===== config.mk =====
export PLATFORM = sky130hd
export DESIGN_NAME = nbgs_ram
export DESIGN_NICKNAME = d
export VERILOG_FILES = /design/src/hdl/nbgs_ram.sv
export SDC_FILE = /design/constraint.sdc
export NUM_CORES = 1
export LEC_CHECK = 0
export ABC_AREA = 1
export ABC_CLOCK_PERIOD_IN_PS = 1230
export BUFFER_PORTS_ARGS = -buffer_cell sky130_fd_sc_hd__buf_2
export CAP_MARGIN = 20
export CORE_UTILIZATION = 50
export CTS_CLUSTER_SIZE = 40
export DETAILED_ROUTE_END_ITERATION = 12
export PLACE_DENSITY = 0.75
export SETUP_SLACK_MARGIN = 0.15
export SYNTH_ARGS = -nofsm -noshare
export SYNTH_HDL_FRONTEND = slang
export SYNTH_SLANG_ARGS = --single-unit

===== constraint.sdc =====
create_clock -name clock -period 1.23 [get_ports clock]
set_input_delay 0.1845 -clock clock [delete_from_list [all_inputs] [get_ports clock]]
set_output_delay 0.1845 -clock clock [all_outputs]
set_load 0.03 [all_outputs]

===== src/hdl/nbgs_ram.sv =====
// Generic single-port-write, registered-read RAM.
module nbgs_ram #(
   parameter int WIDTH = 8,
   parameter int DEPTH = 16
) (
   input  logic                     clock,
   input  logic                     we,
   input  logic [$clog2(DEPTH)-1:0] waddr,
   input  logic [WIDTH-1:0]         wdata,
   input  logic [$clog2(DEPTH)-1:0] raddr,
   output logic [WIDTH-1:0]         rdata
);

   logic [WIDTH-1:0] mem [DEPTH];
   logic [WIDTH-1:0] rdata_ff;

   always_ff @(posedge clock) begin
      if (we) begin
         mem[waddr] <= wdata;
      end
      rdata_ff <= mem[raddr];
   end

   assign rdata = rdata_ff;

endmodule


==> reports/qor.txt <==
R2R Path Start -> mem[5][7]$_DFFE_PP_
register area -> 4011 sq um
CP Capture Type -> output pin
Sw Ratio -> 0.2090
drt drc -> 0
# resized after CTS -> 12
clk_skew -> 0.005637 ns
CP required -> 1.05 ns
final wirelength -> 13.03 mm
reg2reg end -> rdata[7]$_DFF_P_
Clk pwr share -> 0.482
initial antenna violation count -> 0
cell chain of the critical path -> buf_6
GRT Util Overall -> 0.2417
Synth cell types -> 12
root buf cell -> clkbuf_16
Via density -> 5.239
# IOs -> 26
worst-margin pin slew -> 0.3744 ns
die area -> 11970 sq um
outcome -> finished, final reports clean
DRT iter0 DRCs -> 305
FILL cells -> 853
Net Count, Synth -> 569
crit path DAT -> 0.90 ns
critical path's slowest cell -> dfxtp_2
Die Y -> 109.4 microns
pin count of the biggest net entering global routing -> 50
Crit path buffers/inverters -> 1
fin crit share -> 0.8781
worst skew pair latency -> 0.41 ns
worst-path fanout max -> 1
worst vdd ir -> 0.9439 mV
total negative slack -> 0 ns
Achievable Freq -> 925.9 MHz
Critical Path End -> rdata[4]
Pleak -> 3.017 nW
#FFs+latches synth -> 136
P&R area growth vs syn -> 19.92%
footprint of the multi-input gates -> 1226 sq um
post-DR wirelength/cell -> 17.32 microns
Seq pwr share -> 0.452
DR vias -> 3940
Hold Crit Class -> input pin to flop
post-synthesis cell count -> 551
clk slew on worst S/H paths -> 0.06 ns
RePlAce Congestion -> 0.8350
Crit. Startpoint -> rdata[4]$_DFF_P_
Crit path max-delay family -> flip-flops
unrepaired setup endpoints after global routing -> true
switching power -> 0.002415 W
max-capacitance violation count -> 0
row count -> 38
Fin. Hold Viols -> 0
Slew headroom -> 0.7504
CTS Buf Count -> 17
Syn Area/Cell -> 10.47 sq um
H-tree levels -> 4
Post-Route Utilization -> 0.6269
crit start category -> flop
Hold Startpoint -> raddr[2]
die width -> 109.4 microns
Hold Worst Slack -> 0.1707 ns
CTS tree -> yes
GRT overflow -> 0
CTS Hold Buffers Added -> 0
Power Internal -> 0.009140 W
Finished Cell Area -> 6915 sq um
post-DP HPWL -> 7.948 mm
CTS sink cnt -> 136
Placement Cell Area -> 6211 sq um
Longest Clk Path Bufs -> 2
nets@finish -> 617
Critical Path Stages -> 1
Setup CP Type -> flop to output pin
crit-path max cell delay -> 0.35 ns
PwrDens -> 1671 nW/um^2
Seq/Total Area, Yosys -> 0.6943
IO buf count -> 25
synth warn -> 0
setup violators final -> 0
Comb power frac -> 0.066
Initial Util -> 0.5228
ratio of cells with drive above 1 in the final layout -> 0.1585
Detailed Routing Iterations Pass 1 -> 5
global-route wire length before repair -> 20.39 mm
vias in the first global route -> 3874
Reg2Reg Depth -> 6
Mapped Area -> 5767 sq um
Pins Over Slew Limit -> 0
# diodes -> 0
R2R setup slack -> 0.20 ns
post-route ant nets -> 0
crit path time final -> 1.080 ns
Core Region -> 11030 sq um
postcts setup bufs -> 0
==> per-stage QoR <==
stage / cells / setup slack [ns] / total power (W)
after floorplan: 551 / 0.09466 / 0.005731
after global placement: 720 / 0.02513 / 0.006005
after detailed placement: 720 / 0.006274 / 0.006026
after CTS: 752 / 0.1385 / 0.01156
after global routing: 752 / 0.1227 / 0.01190
final: 752 / 0.1499 / 0.01155
==> logic make-up after synthesis <==
group                  after synthesis  synth area share
buffers and inverters              126           0.09525
DFF                                136            0.6943
and+or+nand+nor                    289            0.2105
==> routing by layer <==
layer | track usage | part of all wire
met1 | 0.3131 | 0.41
met3 | 0.05572 | 0.072
met2 | 0.3922 | 0.49
met4 | 0.1029 | 0.024
met5 | 0 | 0
==> registers in the layout, indices dropped and copies added, names as in the netlist <==
name	count
mem	128
rdata	8
==> synth_stat cells (all sizes together) <==
| library cell | instances | area (sq um) |
|---|---|---|
| nand2 | 173 | 649.4 |
| edfxtp | 128 | 3844 |
| inv | 102 | 382.9 |
| nand3 | 97 | 485.5 |
| buf | 24 | 166.4 |
| nor2 | 17 | 63.81 |
| dfxtp | 8 | 160.2 |
| nand3b | 2 | 15.01 |
==> placed cells by master (no fill, tap or decap), drive strengths merged <==
cell / instances
buf: 53
bufinv: 5
clkbuf: 20
clkinv: 4
clkinvlp: 2
dfxtp: 8
edfxtp: 128
inv: 103
nand2: 173
nand3: 97
nand3b: 2
nor2: 17
==> final cells by class <==
class	instances	area share
Inverter	102	0.05536
Sequential cell	136	0.5801
Timing Repair Buffer	53	0.06731
Multi-Input combinational cell	289	0.1773
Clock buffer	20	0.06604
Tap cell	140	0.02533
Clock inverter	12	0.02859
==> power by group through the flow <==
stage	Sequential, W	Combinational (W)	Clock [W]
global route	0.00523	0.000830	0.00584
finish	0.00522	0.000761	0.00557
floorplan	0.00536	0.000369	0
CTS	0.00522	0.000751	0.00560
global placement	0.00531	0.000700	0
detailed placement	0.00531	0.000717	0
==> worst min-delay path by stage <==
stage                               end  slack [ns]  cells after the start
finish                 rdata[7]$_DFF_P_        0.17                      4
global route           rdata[7]$_DFF_P_        0.17                      4
CTS                    rdata[7]$_DFF_P_        0.15                      4
detailed placement     rdata[7]$_DFF_P_        0.59                      4
global placement       rdata[6]$_DFF_P_        0.58                      4
floorplan           mem[0][0]$_DFFE_PP_        0.28                      0
==> tightest hold or removal path, stage by stage <==
cell and delay [ns]:
buf_2 0.15, nand3_1 0.09, nand3_1 0.07, nand2_1 0.05
Power figures use the tool's default switching activity.
