<file path="config.mk">
export PLATFORM = sky130hd
export DESIGN_NAME = nbgs_div
export DESIGN_NICKNAME = d
export VERILOG_FILES = /design/src/hdl/nbgs_pkg.sv /design/src/hdl/nbgs_div.sv
export SDC_FILE = /design/constraint.sdc
export NUM_CORES = 1
export LEC_CHECK = 0
export ABC_AREA = 1
export BUFFER_PORTS_ARGS = -buffer_cell sky130_fd_sc_hd__buf_2
export CAP_MARGIN = 25
export CORE_ASPECT_RATIO = 0.7
export CORE_MARGIN = 4
export CORE_UTILIZATION = 55
export DETAILED_ROUTE_END_ITERATION = 6
export GPL_TIMING_DRIVEN = 0
export PLACE_DENSITY = 0.79
export SLEW_MARGIN = 20
export SYNTH_ARGS = -nofsm -noshare
export SYNTH_HDL_FRONTEND = slang
export SYNTH_SLANG_ARGS = --single-unit
</file>
<file path="constraint.sdc">
create_clock -name clock -period 14.7 [get_ports clock]
set_input_delay 2.94 -clock clock [delete_from_list [all_inputs] [get_ports clock]]
set_output_delay 2.94 -clock clock [all_outputs]
set_load 0.005 [all_outputs]
</file>
<file path="src/hdl/nbgs_pkg.sv">
// Shared types, codes and constants of the n-body gravity step core.
package nbgs_pkg;

   localparam int MAX_BODIES = 64;
   localparam int IDW        = $clog2(MAX_BODIES);
   localparam int CSR_W      = 32;
   localparam int CSR_IW     = 3;
   localparam int SQRT_STEPS = 33;

   typedef enum logic [0:0] {
      CMD_ADD  = 1'b0,
      CMD_STEP = 1'b1
   } cmd_type;

   typedef enum logic [1:0] {
      ST_OK       = 2'd0,
      ST_OCCUPIED = 2'd1,
      ST_NO_BODY  = 2'd2
   } status_type;

   localparam logic [CSR_IW-1:0] CSR_GRAV   = 3'd0;
   localparam logic [CSR_IW-1:0] CSR_DT     = 3'd1;
   localparam logic [CSR_IW-1:0] CSR_LEFT   = 3'd2;
   localparam logic [CSR_IW-1:0] CSR_TOP    = 3'd3;
   localparam logic [CSR_IW-1:0] CSR_RIGHT  = 3'd4;
   localparam logic [CSR_IW-1:0] CSR_BOTTOM = 3'd5;

   localparam logic [31:0]        GRAV_RESET   = 32'd1230876000;
   localparam logic [7:0]         DT_RESET     = 8'd10;
   localparam logic signed [15:0] LEFT_RESET   = 16'sd0;
   localparam logic signed [15:0] TOP_RESET    = 16'sd0;
   localparam logic signed [15:0] RIGHT_RESET  = 16'sd1024;
   localparam logic signed [15:0] BOTTOM_RESET = 16'sd768;

   typedef enum logic [4:0] {
      S_IDLE, S_ADD_RSP, S_SELF, S_SCAN, S_PAIR, S_SQ_X, S_SQ_Y, S_SQRT,
      S_GM_LO, S_GM_HI, S_T_GO, S_T_WT, S_A_GO, S_A_WT,
      S_MX_LO, S_MX_HI, S_CX_GO, S_CX_WT, S_MY_LO, S_MY_HI, S_CY_GO, S_CY_WT,
      S_FIN_V, S_FIN_P, S_WB
   } state_type;

   typedef struct packed {
      logic [39:0]        mass;
      logic signed [31:0] pos_x;
      logic signed [31:0] pos_y;
      logic signed [47:0] vel_x;
      logic signed [47:0] vel_y;
      logic [15:0]        life;
      logic [31:0]        owner;
   } body_type;

endpackage

</file>
<file path="src/hdl/nbgs_div.sv">
// Bit-serial saturating divider: 96-bit dividend over 33-bit divisor, 64-bit quotient.
module nbgs_div import nbgs_pkg::*; (
   input  logic        clock,
   input  logic        reset,
   input  logic        go,
   input  logic [31:0] num_hi,
   input  logic [63:0] num_lo,
   input  logic [32:0] den,
   output logic        done,
   output logic [63:0] quo
);

   logic [32:0] rem_ff, rem_in;
   logic [63:0] num_ff, num_in;
   logic [63:0] quo_ff, quo_in;
   logic [6:0]  cnt_ff, cnt_in;
   logic        run_ff, run_in;
   logic        done_ff, done_in;
   logic [33:0] sh;
   logic        ge;

   always_comb begin
      sh      = {rem_ff, num_ff[63]};
      ge      = sh >= {1'b0, den};
      rem_in  = rem_ff;
      num_in  = num_ff;
      quo_in  = quo_ff;
      cnt_in  = cnt_ff;
      run_in  = run_ff;
      done_in = 1'b0;
      if (go) begin
         // quotient would not fit: saturate at once
         if ({1'b0, num_hi} >= den) begin
            quo_in  = '1;
            done_in = 1'b1;
         end else begin
            rem_in = {1'b0, num_hi};
            num_in = num_lo;
            cnt_in = 7'd0;
            run_in = 1'b1;
         end
      end else if (run_ff) begin
         rem_in = ge ? 33'(sh - {1'b0, den}) : sh[32:0];
         num_in = {num_ff[62:0], 1'b0};
         quo_in = {quo_ff[62:0], ge};
         cnt_in = cnt_ff + 7'd1;
         if (cnt_ff == 7'd63) begin
            run_in  = 1'b0;
            done_in = 1'b1;
         end
      end
   end

   always_ff @(posedge clock) begin
      if (reset) begin
         run_ff  <= 1'b0;
         done_ff <= 1'b0;
      end else begin
         run_ff  <= run_in;
         done_ff <= done_in;
      end
      rem_ff <= rem_in;
      num_ff <= num_in;
      quo_ff <= quo_in;
      cnt_ff <= cnt_in;
   end

   assign done = done_ff;
   assign quo  = quo_ff;

endmodule

</file>
==> metrics, run 1 <==
Tmin final=5490 ps; worst skew pair latency=roughly 440 ps; Worst EP arrival=5630 ps; Bufs on Longest Clock Path=2; Final setup viols=0; slowest stage delay, CP=720 ps; syn nets=1571; Seq cells post-synth=170; largest net degree at the start of global routing=35; Peak supply drop=0.0726 mV; leakage=6.45 nW; die area=22400 um^2; max-slew violation count=0; Worst Skew=about 11 ps; IO Port Bufs=between 150 and 200; Pwr Total=1.51 mW; Rows=43; antenna viol nets, final=0; CP Cell Sequence=buf_2 -> ha_1 -> nand2_1 -> inv_1 -> nand2_1 -> nand2_1 -> nand2_1 -> nand2_1 -> a21oi_1 -> nand4_1 -> o21ai_4 -> buf_16 -> buf_16; fmax=182 MHz; unrepaired setup endpoints after global routing=no; Layout area overhead=18.7%; Placed Area=roughly 12000 um^2; initial antenna violation count=1; Post-CTS Setup Inserts=0; Worst Hold Launch=run_ff; Place WS=approximately 8800 ps; Hold EP=done; share of cells above drive strength 1=0.223; vias per cell=5.12; Cell variety after synth=37; part of the cycle the worst path needs=0.373; Slew Limit Headroom=0.457; Clk pin slew, worst setup/hold paths=70 ps; critical path's most frequent cell=nand2_1; Post-Route WL=28600 um; I/O pin cnt=approximately 200; final hold vios=0; dpl hpwl=22300 um; DIE WIDTH=between 150 and 200 um; CTS resizes=0; clock root cell=clkbuf_16; Final #Nets=1790; syn avg cell area=8.04 um^2; post-route insts no fill=about 1900; Reg2Reg Depth=11; Setup crit end kind=flop; first-pass GRT wire length=44500 um; CTS tree=built; Hold Path Depth=2; outcome=complete, no violations; Detailed Routing Iterations Pass 1=6; post-route DRC violation count=0; n_diodes=0; Tot GR Track Use=0.251; Final GP Congestion=1.02; cell area after layout=13100 um^2; max-cap violations=0; Die Y=127 um; fin worst setup slack=between 9000 and 10000 ps; CP required=14840 ps; wire per inst=15.3 um; Cells after Synth=1372; htree depth=4; Synth Cell Area=11000 um^2; GRT overflow=0; DR vias=9600; vias in the first global route=8681; P per Cell Area=116 nW/um^2; Crit Path Max Fanout=23; total core area=19700 um^2; CTS Hold Bufs=0; CTS Buf Count=17; # clock sinks=170; initial core utilization=0.559; Filler cells=1686; Least-Margin Pin Slew=811 ps; Hold/Removal Path Class=flop to flop; Reg-to-Reg End=rem_ff[31]; TNS Setup=0 ps; FF-to-FF Start=rem_ff[13]; crit start category=primary input; worst setup path class=primary input to flop; critical path's slowest cell=o21ai_4; post-synthesis sequential area ratio=0.461; Ys Warns=0; initial DRC count=908; reg-to-reg slack, setup=between 10000 and 15000 ps; Placed Cells incl. Taps=1842
==> Yosys cell counts, drive strengths merged <==
cell type / instances / area, um^2
dfxtp: 2 / 40.0
and2: 5 / 31.3
clkbuf: 24 / 90.1
fa: 1 / 20.0
a21oi: 35 / 175
clkinv: 1 / 3.75
inv: 185 / 694
nand2: 564 / 2160
edfxtp: 168 / 5040
o21ai: 8 / 40.0
nand3b: 31 / 233
xnor2: 15 / 131
buf: 14 / 106
nand4: 9 / 56.3
nor3: 9 / 56.3
nand3: 92 / 548
a21o: 3 / 22.5
o21bai: 2 / 15.0
ha: 66 / 826
nor4: 1 / 6.26
or2: 64 / 400
nor2: 73 / 335
==> flip-flops by register name, summed over array words and instances, names as in the netlist <==
name,flops
cnt_ff,7
done,1
num_ff,64
quo,64
rem_ff,33
run_ff,1
==> power by group <==
part / total, mW / switching (mW) / internal [mW]
Clock: 0.454 / 0.225 / 0.229
Combinational: 0.445 / 0.280 / 0.164
Sequential: 0.616 / 0.0192 / 0.597
Total: 1.51 / 0.525 / 0.990
==> stage by stage <==
stage	hold WS, ps	utilization
floorplan	468	-
global placement	488	0.625
detailed placement	491	0.633
CTS	504	0.663
global route	538	0.663
finish	504	0.663
==> area by class of cell <==
cell class,count,area (um^2),area share
tap,270,338,0.0258
clock inverter,15,171,0.0131
buffer,38,196,0.0150
inverter,186,698,0.0533
sequential,170,5080,0.388
timing repair buffer,200,1110,0.0845
clock buffer,17,425,0.0325
multi-input combinational,978,5080,0.388
==> layout by cell type, fill, tap and decap left out, types with 4 or more instances in the layout <==
master     instances
a21oi_1           35
nand3_1           76
ha_1              66
buf_16             4
clkbuf_16         17
xnor2_1           15
and2_1             5
clkinv_8           5
nor2_1            60
inv_1            178
o21ai_0            7
nand2_1          553
nand2_2            8
nor3_1             8
nor2_2             9
or2_2             64
nand3_2           15
inv_2              7
clkbuf_1          24
nand3b_1          31
buf_2            201
edfxtp_1         168
nand4_1            9
==> critical path, delay by kind of cell <==
| kind | cells | cell delay, ps |
|---|---|---|
| compound gates | 2 | 1050 |
| simple gates | 6 | 670 |
| buf+inv | 4 | 610 |
| fa+ha+maj | 1 | 330 |
==> per-layer routing <==
metal / wire length (um) / vias to the layer above / track usage / part of all wire
met3: 2950 / 26 / 0.0587 / 0.10
met2: 11600 / 411 / 0.352 / 0.41
met1: 13800 / 4345 / 0.401 / 0.48
met5: 18 / - / 0 / 0.00063
met4: 248 / 2 / 0.0450 / 0.0087
li1: - / 4816 / - / -
==> how the worst max path moves through the flow <==
| stage | start | to | cells past startpoint |
|---|---|---|---|
| finish | num_hi[20] | num_ff[37] | 13 |
| global route | den[20] | num_ff[37] | 14 |
| CTS | num_hi[20] | num_ff[49] | 13 |
| detailed placement | num_hi[20] | num_ff[29] | 13 |
| global placement | num_hi[24] | rem_ff[13] | 8 |
| floorplan | den[24] | cnt_ff[0] | 8 |
==> logic make-up (layout without fill, tap and decap cells) <==
| logic type | count (synthesis) | count (layout) | share of synthesized area |
|---|---|---|---|
| and+or+nand+nor | 848 | 848 | 0.347 |
| buffers and inverters | 224 | 456 | 0.0811 |
| DFF | 170 | 170 | 0.461 |
| adders and majority gates | 67 | 67 | 0.0766 |
| AOI/OAI and AO/OA | 48 | 48 | 0.0229 |
| xor gates and xnor gates | 15 | 15 | 0.0119 |
No activity file was read; power rests on OpenSTA's default activity.
==> run 2: changes to the inputs <==
==> constraint.sdc (replaced) <==
create_clock -name clock -period 5.6 [get_ports clock]
set_input_delay 1.12 -clock clock [delete_from_list [all_inputs] [get_ports clock]]
set_output_delay 1.12 -clock clock [all_outputs]
set_load 0.005 [all_outputs]
==> run 2 against run 1 <==
  * Setup slack got worse by 7100 ps
  * Wire length fell by 0.75%
  * Die area did not move
  * Clock-buffer cell count did not move
  * Combinational power rose to 2.7 times the previous value
  * Power rose to 2.7 times the previous value
  * Critical path depth fell by 3
  * Sequential power rose to 2.6 times the previous value
  * Flip-flop and latch count did not move
  * Final area rose by 0.36%
  * Via count barely moved
  * Sequential share of layout area fell by 0.14 points
==> metrics, run 2 (synthesized netlist as in run 1, its figures left out) <==
outcome=complete, no violations; TNS Setup=0 ps; Clk pin slew, worst setup/hold paths=~70 ps; total core area=19700 um^2; unrepaired setup endpoints after global routing=no; leakage=6.47 nW; Peak supply drop=0.220 mV; # clock sinks=170; I/O pin cnt=197; CTS resizes=0; FF-to-FF Start=num_ff[63]; Worst Hold Launch=num_ff[28]; worst skew pair latency=420 ps; CP Cell Sequence=buf_2 -> ha_1 -> a21o_1 -> nor2_1 -> nand2_1 -> a21oi_1 -> nand4_1 -> o21ai_4 -> buf_16 -> buf_16; CTS Hold Bufs=0; Place WS=1720 ps; initial core utilization=0.559; Pwr Total=4.03 mW; critical path's most frequent cell=buf_16; die area=22400 um^2; final hold vios=0; Rows=43; Die Y=127 um; Post-CTS Setup Inserts=0; critical path's slowest cell=o21ai_4; Crit Path Max Fanout=24; Setup crit end kind=flop; htree depth=4; DIE WIDTH=approximately 180 um; share of cells above drive strength 1=0.224; Placed Area=12500 um^2; initial DRC count=779; Final setup viols=0; post-route DRC violation count=0; n_diodes=0; GRT overflow=0; max-cap violations=0; Detailed Routing Iterations Pass 1=5; vias in the first global route=8923; Hold/Removal Path Class=flop to flop; Tot GR Track Use=0.251; IO Port Bufs=between 150 and 200; part of the cycle the worst path needs=0.622; CP required=5730 ps; Bufs on Longest Clock Path=2; fmax=approximately 290 MHz; most common cell after layout, fill and taps aside=nand2_1; Final GP Congestion=0.972; Post-Route WL=around 28000 um; first-pass GRT wire length=44900 um; dpl hpwl=22200 um; Layout area overhead=19.1%; P per Cell Area=306 nW/um^2; CTS tree=built; wire per inst=around 15 um; antenna viol nets, final=0; clock root cell=clkbuf_16; max-slew violation count=0; slowest stage delay, CP=560 ps; largest net degree at the start of global routing=45; commonest non-fill, non-tap cells in the layout=553 x nand2_1, 201 x buf_2, 178 x inv_1, 168 x edfxtp_1, 76 x nand3_1; Tmin final=3480 ps; Worst EP arrival=3620 ps; Slew Limit Headroom=0.518; fin worst setup slack=roughly 2100 ps; vias per cell=5.12; crit start category=primary input; Worst Setup SP=num_hi[24]; DR vias=approximately 9600; cell area after layout=between 10000 and 15000 um^2; Least-Margin Pin Slew=724 ps; Final #Nets=between 1500 and 2000; worst setup path class=primary input to flop; initial antenna violation count=1; Worst Skew=9.69 ps; CTS Buf Count=17
run 2: cell types whose count changed in the layout (fill, tap and decap cells not counted):
| cell | delta |
|---|---|
| inv_8 | +3 |
| bufinv_16 | +1 |
| inv_12 | +1 |
| clkinv_2 | -1 |
| buf_8 | +2 |
| clkinv_8 | -3 |
| inv_6 | -1 |
run 2: final timing paths:
path | end | slack, ps | cells after the start
max | num_ff[23] | 2120 | 10
min | num_ff[29] | 520 | 2
max reg2reg | rem_ff[1] | 2920 | 13
min reg2reg | num_ff[29] | 520 | 2
run 2: per-stage QoR:
stage,util,std cells,hold WS (ps)
final,0.666,1876,516
after global routing,0.666,1876,529
after CTS,0.666,1876,517
after detailed placement,0.635,1844,497
after global placement,0.626,1837,489
after floorplan,-,1372,468
run 2: final cells by class:
class | instances | area, um^2
Sequential cell | 170 | 5080
Fill cell | 1683 | 6600
Inverter | 186 | 698
Timing Repair Buffer | 202 | 1140
Clock inverter | 15 | 189
Multi-Input combinational cell | 978 | 5080
Clock buffer | 17 | 425
Buffer | 38 | 196
Tap cell | 270 | 338
run 2: routing by layer:
| layer | share of wire | global-route usage | up-vias |
|---|---|---|---|
| li1 | - | - | 4818 |
| met1 | 0.49 | 0.392 | 4355 |
| met2 | 0.41 | 0.360 | 400 |
| met3 | 0.094 | 0.0521 | 31 |
| met4 | 0.013 | 0.0582 | 2 |
| met5 | 0.00046 | 0 | - |
run 2: power breakdown:
group	internal [mW]	switching (mW)
Clock	0.649	0.583
Combinational	0.436	0.739
Sequential	1.57	0.0513
Total	2.65	1.37
run 2: critical path, delay by kind of cell:
kind	cells	cell delay, ps
compound gates	3	1120
simple gates	3	510
fa+ha+maj	1	330
buf+inv	3	510
==> run 3: changes to the inputs <==
--- a/config.mk
+++ b/config.mk
@@ -10,10 +10,10 @@
 export CAP_MARGIN = 25
 export CORE_ASPECT_RATIO = 0.7
 export CORE_MARGIN = 4
-export CORE_UTILIZATION = 55
+export CORE_UTILIZATION = 52
 export DETAILED_ROUTE_END_ITERATION = 6
 export GPL_TIMING_DRIVEN = 0
-export PLACE_DENSITY = 0.79
+export PLACE_DENSITY = 0.78
 export SLEW_MARGIN = 20
 export SYNTH_ARGS = -nofsm -noshare
 export SYNTH_HDL_FRONTEND = slang
==> constraint.sdc (replaced) <==
create_clock -name clock -period 3.1 [get_ports clock]
set_input_delay 0.62 -clock clock [delete_from_list [all_inputs] [get_ports clock]]
set_output_delay 0.62 -clock clock [all_outputs]
set_load 0.005 [all_outputs]
==> run 3 against run 2 <==
  * The flow now finishes with violations (DRC)
  * Clock-buffer cell count is the same
  * Combinational power rose by 85%
  * Register-to-register slack lost 2500 ps
  * Worst hold slack got worse by 150 ps
  * Power rose by 83%
  * Cell count grew 0.43%
  * Via count rose by 0.76%
  * Final area rose by 2.8%
  * Core utilization down 1.6 points
  * Critical endpoint is now quo[51]
  * Highest routed layer unchanged
==> metrics, run 3 (synthesized netlist as in run 1, its figures left out) <==
outcome=finished with violations; failing checks=DRC; Reg2Reg Depth=13; Detailed Routing Iterations Pass 1=7; Setup crit end kind=flop; Peak supply drop=roughly 0.44 mV; Worst Skew=9.72 ps; CTS Buf Count=17; sequential cell area=~5000 um^2; post-route DRC violation count=17; Placed Cells incl. Taps=1849; FF-to-FF Start=num_ff[63]; initial core utilization=0.530; post-route insts no fill=1884; CTS Hold Bufs=0; Hold/Removal Path Class=primary input to flop; Filler cells=~1800; crit start category=primary input; final hold vios=0; total core area=20800 um^2; largest net degree at the start of global routing=46; vias in the first global route=about 9000; wire per inst=15.7 um; Clk pin slew, worst setup/hold paths=about 80 ps; Placed Area=12900 um^2; P per Cell Area=544 nW/um^2; Reg-to-Reg End=rem_ff[1]; Rows=44; Final setup viols=0; unrepaired setup endpoints after global routing=no; Die Y=130 um; n_diodes=0; # clock sinks=170; end of the critical path=quo[51]; initial DRC count=812; DIE WIDTH=182 um; Tot GR Track Use=0.247; die area=23700 um^2; Least-Margin Pin Slew=between 800 and 900 ps; Slew Limit Headroom=0.442; GRT overflow=0; Post-Route WL=29600 um; initial antenna violation count=1; clock root cell=clkbuf_16; worst skew pair latency=between 400 and 500 ps; max-slew violation count=0; IO Port Bufs=195; reg-to-reg slack, setup=400 ps; part of the cycle the worst path needs=0.924; worst setup path class=primary input to flop; DR vias=9679; CTS tree=built; share of cells above drive strength 1=0.256; cell area after layout=roughly 14000 um^2; Final GP Congestion=0.976; vias per cell=5.14; Layout area overhead=22.5%; antenna viol nets, final=0; multi-input logic area=5390 um^2; leakage=6.46 nW; Worst EP arrival=2990 ps; Worst Setup SP=den[31]; commonest non-fill, non-tap cells in the layout=553 x nand2_1, 201 x buf_2, 168 x edfxtp_1, 154 x inv_1, 76 x nand3_1; htree depth=4; Final #Nets=around 1800; dpl hpwl=23100 um; Crit Path Max Fanout=45; fmax=349 MHz; CP required=3220 ps; I/O pin cnt=197; Tmin final=2860 ps; max-cap violations=0; Bufs on Longest Clock Path=2; first-pass GRT wire length=46200 um; most common cell after layout, fill and taps aside=nand2_1
## run 3: cell count changes in the layout (fill, tap and decap cells not counted), moves of 2 or more
cell | previous run | this run
inv_2 | 7 | 25
clkinv_8 | 2 | 5
ha_4 | 0 | 24
inv_6 | 2 | 6
buf_4 | 3 | 6
ha_1 | 66 | 41
inv_4 | 0 | 3
inv_8 | 6 | 3
buf_8 | 3 | 1
inv_1 | 178 | 154
## run 3: cell type report
type,instances,share of cell area
plain buffers,38,0.0145
clock buffers,17,0.0315
clock inverters,15,0.0145
inverters,186,0.0539
multi-input cells,978,0.398
flip-flops and latches,170,0.376
well taps,276,0.0255
repair buffers,204,0.0855
## run 3: metrics by stage
stage | power (mW) | utilization | setup TNS [ps] | worst slack, ps | hold WS [ps]
finish | 7.35 | 0.650 | 0 | 237 | 365
floorplan | 4.45 | - | -55540 | -534 | 468
CTS | 7.34 | 0.648 | 0 | 91.9 | 355
global placement | 5.01 | 0.611 | -248170 | -1900 | 490
detailed placement | 5.09 | 0.619 | -36010 | -348 | 496
global route | 7.77 | 0.650 | 0 | 47.3 | 359
## run 3: worst min path at each step
stage          cells past startpoint  slack [ps]          to  startpoint
6_report                           2         370        done       reset
5_1_grt                            2         360        done       reset
4_1_cts                            2         360        done       reset
3_5_place_dp                       2         500  num_ff[39]  num_ff[38]
3_3_place_gp                       2         490  num_ff[40]  num_ff[39]
2_1_floorplan                      2         470        done      run_ff
## run 3: power by group
| part | internal (mW) | switching, mW | total [mW] |
|---|---|---|---|
| combinational | 0.822 | 1.36 | 2.18 |
| sequential | 2.83 | 0.0917 | 2.92 |
| clock | 1.17 | 1.08 | 2.25 |
## run 3: per-layer routing
layer | wire length, um | GRT usage | part of all wire
met5 | 11 | 0 | 0.00037
met4 | 412 | 0.0609 | 0.014
met2 | 12200 | 0.353 | 0.41
met1 | 14300 | 0.377 | 0.48
met3 | 2760 | 0.0613 | 0.093
## run 3: critical path, stage by stage
cell and delay [ps]:
buf_2 70, inv_1 100, ha_1 360, nand2_1 80
nor2_1 150, nand2_1 130, nor2_2 260, nand3b_1 170
nand4_1 240, nand2_1 180, nand2_4 300, buf_12 280
## run 3: timing repair
action                     in CTS  in global routing
setup endpoints to repair       0                 88
resized for setup               0                  1
setup buffers                   0                  3
